### config.mk
export PLATFORM = sky130hd
export DESIGN_NAME = tmsg_ctrl
export DESIGN_NICKNAME = d
export VERILOG_FILES = /design/src/hw/rtl/tmsg_pkg.sv /design/src/hw/rtl/tmsg_ctrl.sv
export SDC_FILE = /design/constraint.sdc
export NUM_CORES = 1
export LEC_CHECK = 0
export BUFFER_PORTS_ARGS = -buffer_cell sky130_fd_sc_hd__buf_2
export CORE_MARGIN = 4
export CORE_UTILIZATION = 54
export CTS_CLUSTER_DIAMETER = 30
export DETAILED_ROUTE_END_ITERATION = 8
export PLACE_DENSITY_LB_ADDON = 0.25
export SETUP_SLACK_MARGIN = 0.3
export SKIP_CTS_REPAIR_TIMING = 1
export SLEW_MARGIN = 5
export SYNTH_ARGS = -nofsm -noshare
export SYNTH_HDL_FRONTEND = slang
export SYNTH_SLANG_ARGS = --single-unit
### constraint.sdc
create_clock -name clk -period 4.6 [get_ports clk]
set_clock_uncertainty 0.2 [all_clocks]
set_input_delay 0.23 -clock clk [delete_from_list [all_inputs] [get_ports clk]]
set_output_delay 0.23 -clock clk [all_outputs]
set_load 0.02 [all_outputs]
### src/hw/rtl/tmsg_pkg.sv
`timescale 1ns / 1ps

package tmsg_pkg;

  localparam int TEXT_ROWS_DEF = 32;
  localparam int TEXT_COLS_DEF = 32;
  localparam int GLYPH_LINES   = 8;
  localparam int GLYPHS        = 256;
  localparam int FONT_DEPTH    = GLYPHS * GLYPH_LINES;
  localparam int FONT_AW       = $clog2(FONT_DEPTH);
  localparam int GL_W          = $clog2(GLYPH_LINES);

  localparam int ROW_W    = 6;
  localparam int K_W      = 6;
  localparam int MAX_COLS = 32;

  localparam int OQ_DEPTH = 4;
  localparam int OQ_AW    = $clog2(OQ_DEPTH);
  localparam int OCC_W    = OQ_AW + 1;

  localparam logic [1:0] REG_BACK_PORCH = 2'd0;
  localparam logic [1:0] REG_ACTIVE     = 2'd1;
  localparam logic [1:0] REG_COLUMNS    = 2'd2;

  localparam logic [7:0] BACK_PORCH_RST = 8'd35;
  localparam logic [9:0] ACTIVE_RST     = 10'd480;
  localparam logic [5:0] COLUMNS_RST    = 6'd20;

  typedef enum logic [1:0] {
    MODE_TICK  = 2'd0,
    MODE_FRAME = 2'd1,
    MODE_TEXT  = 2'd2,
    MODE_FONT  = 2'd3
  } tmsg_mode_t;

  typedef struct packed {
    logic [7:0] back_porch;
    logic [9:0] active;
    logic [5:0] columns;
  } tmsg_cfg_t;

  typedef struct packed {
    logic             vld;
    logic [ROW_W-1:0] row;
    logic [K_W-1:0]   col;
    logic [GL_W-1:0]  gline;
    logic             last;
  } tmsg_issue_t;

  typedef struct packed {
    logic            text_we;
    logic            font_we;
    logic [4:0]      row;
    logic [4:0]      col;
    logic [7:0]      code;
    logic [GL_W-1:0] gline;
    logic [7:0]      bits;
  } tmsg_wr_t;

  typedef struct packed {
    logic [7:0] pixel_byte;
    logic [4:0] column;
    logic       last;
  } tmsg_res_t;

endpackage

### src/hw/rtl/tmsg_ctrl.sv
`timescale 1ns / 1ps

module tmsg_ctrl #(
  parameter int TEXT_ROWS = tmsg_pkg::TEXT_ROWS_DEF
) (
  input  logic                clk,
  input  logic                rst_n,
  input  tmsg_pkg::tmsg_cfg_t cfg,
  input  logic                in_valid,
  output logic                in_ready,
  input  logic [1:0]          in_mode,
  input  logic [4:0]          in_row_addr,
  input  logic [4:0]          in_col_addr,
  input  logic [7:0]          in_char_code,
  input  logic [2:0]          in_glyph_line,
  input  logic [7:0]          in_glyph_bits,
  input  logic                out_fire,
  output tmsg_pkg::tmsg_issue_t issue,
  output tmsg_pkg::tmsg_wr_t  wr
);
  import tmsg_pkg::*;

  localparam int RW = (TEXT_ROWS > 1) ? $clog2(TEXT_ROWS) : 1;

  typedef enum logic [1:0] {
    ST_IDLE = 2'b01,
    ST_EMIT = 2'b10
  } st_t;

  st_t             st_r, st_nxt;
  logic [9:0]      line_r, line_nxt;
  logic [RW-1:0]   row_r, row_nxt;
  logic [7:0]      porch_r, porch_nxt;
  logic [K_W-1:0]  cols_r, cols_nxt;
  logic [K_W-1:0]  k_r, k_nxt;
  logic [GL_W-1:0] gl_r, gl_nxt;
  logic [RW-1:0]   erow_r, erow_nxt;
  logic [OCC_W-1:0] occ_r, occ_nxt;

  tmsg_mode_t     mode_c;
  logic           acc;
  logic           issue_go;
  logic           at_last;
  logic [9:0]     line_inc;
  logic [K_W-1:0] cols_sat;

  assign mode_c   = tmsg_mode_t'(in_mode);
  assign in_ready = (st_r == ST_IDLE);
  assign acc      = in_valid && in_ready;
  assign issue_go = (st_r == ST_EMIT) && (occ_r < OCC_W'(OQ_DEPTH));
  assign at_last  = (k_r == cols_r - K_W'(1));
  assign line_inc = line_r + 10'd1;
  assign cols_sat = (cfg.columns > K_W'(MAX_COLS)) ? K_W'(MAX_COLS) : cfg.columns;

  always_comb begin
    st_nxt    = st_r;
    line_nxt  = line_r;
    row_nxt   = row_r;
    porch_nxt = porch_r;
    cols_nxt  = cols_r;
    k_nxt     = k_r;
    gl_nxt    = gl_r;
    erow_nxt  = erow_r;
    case (st_r)
      ST_IDLE: begin
        if (acc) begin
          case (mode_c)
            MODE_FRAME: begin
              line_nxt  = '0;
              row_nxt   = '0;
              porch_nxt = cfg.back_porch;
            end
            MODE_TICK: begin
              if (porch_r != 8'd0) begin
                porch_nxt = porch_r - 8'd1;
              end else if (line_r < cfg.active) begin
                line_nxt = line_inc;
                if (line_inc[3:0] == 4'd0 && (32'(row_r) + 32'd1 < TEXT_ROWS)) begin
                  row_nxt = row_r + RW'(1);
                end
                cols_nxt = cols_sat;
                gl_nxt   = line_r[GL_W:1];
                erow_nxt = row_r;
                k_nxt    = '0;
                if (cols_sat != '0) begin
                  st_nxt = ST_EMIT;
                end
              end
            end
            default: ;
          endcase
        end
      end
      ST_EMIT: begin
        if (issue_go) begin
          k_nxt = k_r + K_W'(1);
          if (at_last) begin
            st_nxt = ST_IDLE;
          end
        end
      end
      default: st_nxt = ST_IDLE;
    endcase
  end

  always_comb begin
    occ_nxt = occ_r;
    if (issue_go && !out_fire) begin
      occ_nxt = occ_r + OCC_W'(1);
    end else if (!issue_go && out_fire) begin
      occ_nxt = occ_r - OCC_W'(1);
    end
  end

  always_ff @(posedge clk) begin
    if (!rst_n) begin
      st_r    <= ST_IDLE;
      line_r  <= '0;
      row_r   <= '0;
      porch_r <= '0;
      occ_r   <= '0;
    end else begin
      st_r    <= st_nxt;
      line_r  <= line_nxt;
      row_r   <= row_nxt;
      porch_r <= porch_nxt;
      occ_r   <= occ_nxt;
    end
  end

  always_ff @(posedge clk) begin
    cols_r <= cols_nxt;
    k_r    <= k_nxt;
    gl_r   <= gl_nxt;
    erow_r <= erow_nxt;
  end

  always_comb begin
    issue.vld   = issue_go;
    issue.row   = ROW_W'(erow_r);
    issue.col   = k_r;
    issue.gline = gl_r;
    issue.last  = at_last;
  end

  always_comb begin
    wr.text_we = acc && (mode_c == MODE_TEXT) && (32'(in_row_addr) < TEXT_ROWS);
    wr.font_we = acc && (mode_c == MODE_FONT);
    wr.row     = in_row_addr;
    wr.col     = in_col_addr;
    wr.code    = in_char_code;
    wr.gline   = in_glyph_line;
    wr.bits    = in_glyph_bits;
  end

endmodule

==> results.json <==
{
  "outcome": "completed",
  "clk_pin_slew_ns": 0.10,
  "max_cap_viol_count": 0,
  "synthCells": 336,
  "power_frac_clock_pct": 33.9,
  "synth-xor-area-share_pct": 4.716,
  "hold_path_depth": 3,
  "grt_pass1_vias": 2217,
  "powerDensity_nw_per_um2": 292.7,
  "area_growth_pct": 5.895,
  "tightest_slew_ns": 0.8981,
  "die_area_um2": 6754,
  "synth_mux_area_share_pct": 0.3368,
  "total_power_uw": 921.0,
  "synth.largest_area_cell": "edfxtp_1",
  "start_kind": "register",
  "path_cells": "ha_1, nand3_1, a211oi_1, nor4_4, nand3_1, inv_1",
  "arrival_ns": 2.50,
  "slew-limit-headroom_pct": 40.00,
  "clock.fmax_mhz": 362.6,
  "cp-end-kind": "register",
  "critPathLaunch": "line_r[3]",
  "cpMostUsedCell": "nand3_1",
  "pwr-share-seq_pct": 51.1,
  "slew_viol_final": 0,
  "die_h_um": 82.18,
  "hold_viol": 0,
  "drtPass1Iterations": 4,
  "multi_input_area_um2": 1453,
  "fill_cells": 501,
  "cpPeakStageDelay_ns": 0.52,
  "syn-cell-area_um2": 2972,
  "synth_cell_types": 53,
  "yosys.area_share.adder_pct": 7.411,
  "rsz0062_at_grt": "false",
  "cts_tree": "done",
  "diodes": 0,
  "synth_compound_area_share_pct": 14.15,
  "power.share.switching_pct": 26.64,
  "nets": 426,
  "tns_ns": 0,
  "cts_root_buf": "clkbuf_8",
  "min_from": "cfg[16]",
  "wirelength_um": 5877,
  "r2r_end": "erow_r[4]",
  "ir_drop_mv": 0.2295,
  "synth_top_family_by_area": "simple AND/OR/NAND/NOR gates",
  "post-route-min-period_ns": 2.758,
  "coreArea_um2": 5205,
  "r2r_slack_ns": 1.84,
  "hold_class": "input pin to register",
  "io_buffers": 48,
  "cp.required_ns": 4.34,
  "p_sw_uw": 245.3,
  "register_area_um2": 1161,
  "ys_seq_elements": 48,
  "grt_max_degree": 20,
  "num_io_pins": 108,
  "async_reset_ff_share_pct": 0,
  "dr_total_vias": 2346,
  "clockBufferDepth": 2,
  "drt_iter0_markers": 93,
  "grt_util_all_layers_pct": 18.71,
  "synth_top_area_share_pct": 20.21,
  "htreeDepth": 2,
  "gp_congestion": 0.8006,
  "numCtsBuffers": 5,
  "antenna_left": 0,
  "drive_gt1_share_pct": 17.95,
  "r2r-start": "line_r[3]",
  "crit_slowest_cell": "nor4_4",
  "overflow": 0,
  "clock_latency_ns": 0.30,
  "cp_max_fo": 16,
  "yosys_warnings": 0,
  "synthTopCellsByCount": "buf_4, nor2_1, dfxtp_1, nand2_1, a21oi_1",
  "place_hpwl_um": 4432,
  "ys.flop_type": "dfxtp_1",
  "synth_most_common_cell": "buf_4",
  "floorplan.initialDensity_pct": 57.09,
  "synth_area_leaders": "edfxtp_1, dfxtp_1, buf_4, ha_1, a21oi_1",
  "setup_viol": 0,
  "grt_pass1_wl_um": 9915,
  "period_share_pct": 59.96,
  "routedWlPerCell_um": 13.96,
  "die_w_um": 82.18,
  "synth_edf_count": 20,
  "min_to": "porch_r[0]",
  "antenna_found_initial": 0,
  "power_leakage_nw": 1.268,
  "pwr-share-comb_pct": 15.0,
  "seq_area_frac_synth_pct": 39.07,
  "synth-simple-area-share_pct": 22.15,
  "cts.sinks": 48,
  "synth_nets": 412,
  "p_int_uw": 675.7,
  "syn_avg_cell_area_um2": 8.844,
  "via_per_inst": 5.572,
  "post-route-drc-count": 0,
  "r2r_cells": 6,
  "timing_worst_setup_path_type": "register to register",
  "placementRows": 26
}
worst max-delay path by stage:
| stage | to | slack (ns) | depth (start not counted) |
|---|---|---|---|
| 6_report | erow_r[4] | 1.84 | 6 |
| 5_1_grt | line_r[1] | 1.59 | 8 |
| 4_1_cts | erow_r[3] | 1.85 | 6 |
| 3_5_place_dp | erow_r[0] | 1.85 | 6 |
| 3_3_place_gp | erow_r[0] | 1.95 | 6 |
| 2_1_floorplan | cols_r[0] | 2.21 | 6 |
worst max-delay path: cells and delay by family (launching register included):
family / cells / cell delay [ns]
AO/OA/AOI/OAI: 1 / 0.10
buffers and inverters: 1 / 0.51
adder cells (fa/ha/maj): 1 / 0.30
flip-flops: 1 / 0.49
AND/OR/NAND/NOR: 3 / 0.79
layer usage:
layer | vias to the layer above | global-route usage [%] | share of wire (%)
met1 | 1100 | 23.70 | 44
li1 | 1173 | - | -
met5 | - | 0 | 0
met3 | 8 | 5.098 | 5.6
met2 | 65 | 31.33 | 49
met4 | 0 | 4.983 | 0.97
through the flow:
stage | cells | cell area, um^2 | setup slack [ns] | hold slack (ns) | util (%)
after global placement | 412 | 3020 | 1.949 | 0.2601 | 58.03
after global routing | 421 | 3147 | 1.593 | 0.02924 | 60.46
after floorplan | 336 | 2972 | 2.210 | 0.1967 | -
after CTS | 420 | 3137 | 1.848 | -0.009959 | 60.26
after detailed placement | 412 | 3020 | 1.846 | 0.2601 | 58.03
final | 421 | 3147 | 1.842 | 0.008227 | 60.46
sequential cells by signal (all words and copies together) (netlist names):
signal,count
row_r,5
line_r,10
k_r,6
cols_r,6
porch_r,8
gl_r,3
erow_r,5
st_r,2
occ_r,3
layout make-up:
cell class / count / share of cell area (%)
clock buffers: 5 / 2.187
well taps: 70 / 2.783
inverters: 21 / 2.505
flip-flops and latches: 48 / 36.90
multi-input cells: 225 / 46.16
repair buffers: 49 / 7.952
clock inverters: 3 / 1.511
power groups by stage:
stage,sequential (mW),clock (mW),combinational (mW)
floorplan,0.484,0,0.131
global placement,0.480,0,0.134
detailed placement,0.481,0,0.136
CTS,0.471,0.316,0.137
global route,0.474,0.335,0.156
finish,0.471,0.312,0.138
placed cells by master (no fill, tap or decap), types with 3 or more instances in the layout:
cell type  synthesis  layout
a211oi_1           5       5
a21oi_1           25      25
and3_1             5       5
buf_2              1      48
clkbuf_8           0       5
dfxtp_1           28      28
edfxtp_1          20      20
ha_1              16      16
inv_1             21      21
nand2_1           27      27
nand2b_1           3       3
nand3_1           17      17
nand4_1            4       4
nor2_1            29      29
nor2b_1            8       8
nor3_1             5       5
o21a_1             3       3
o21ai_0           16      16
o31ai_1            4       4
or3_1              6       6
or4_1              3       3
xnor2_1            7       7
xor2_1             9       9
cells by family after synthesis:
logic type,count (synthesis)
and+or+nand+nor,121
AOI/OAI and AO/OA,69
buffers and inverters,63
DFF,48
adders and majority gates,17
xor gates and xnor gates,16
other,1
muxes,1
(Power assumes the default switching activity.)
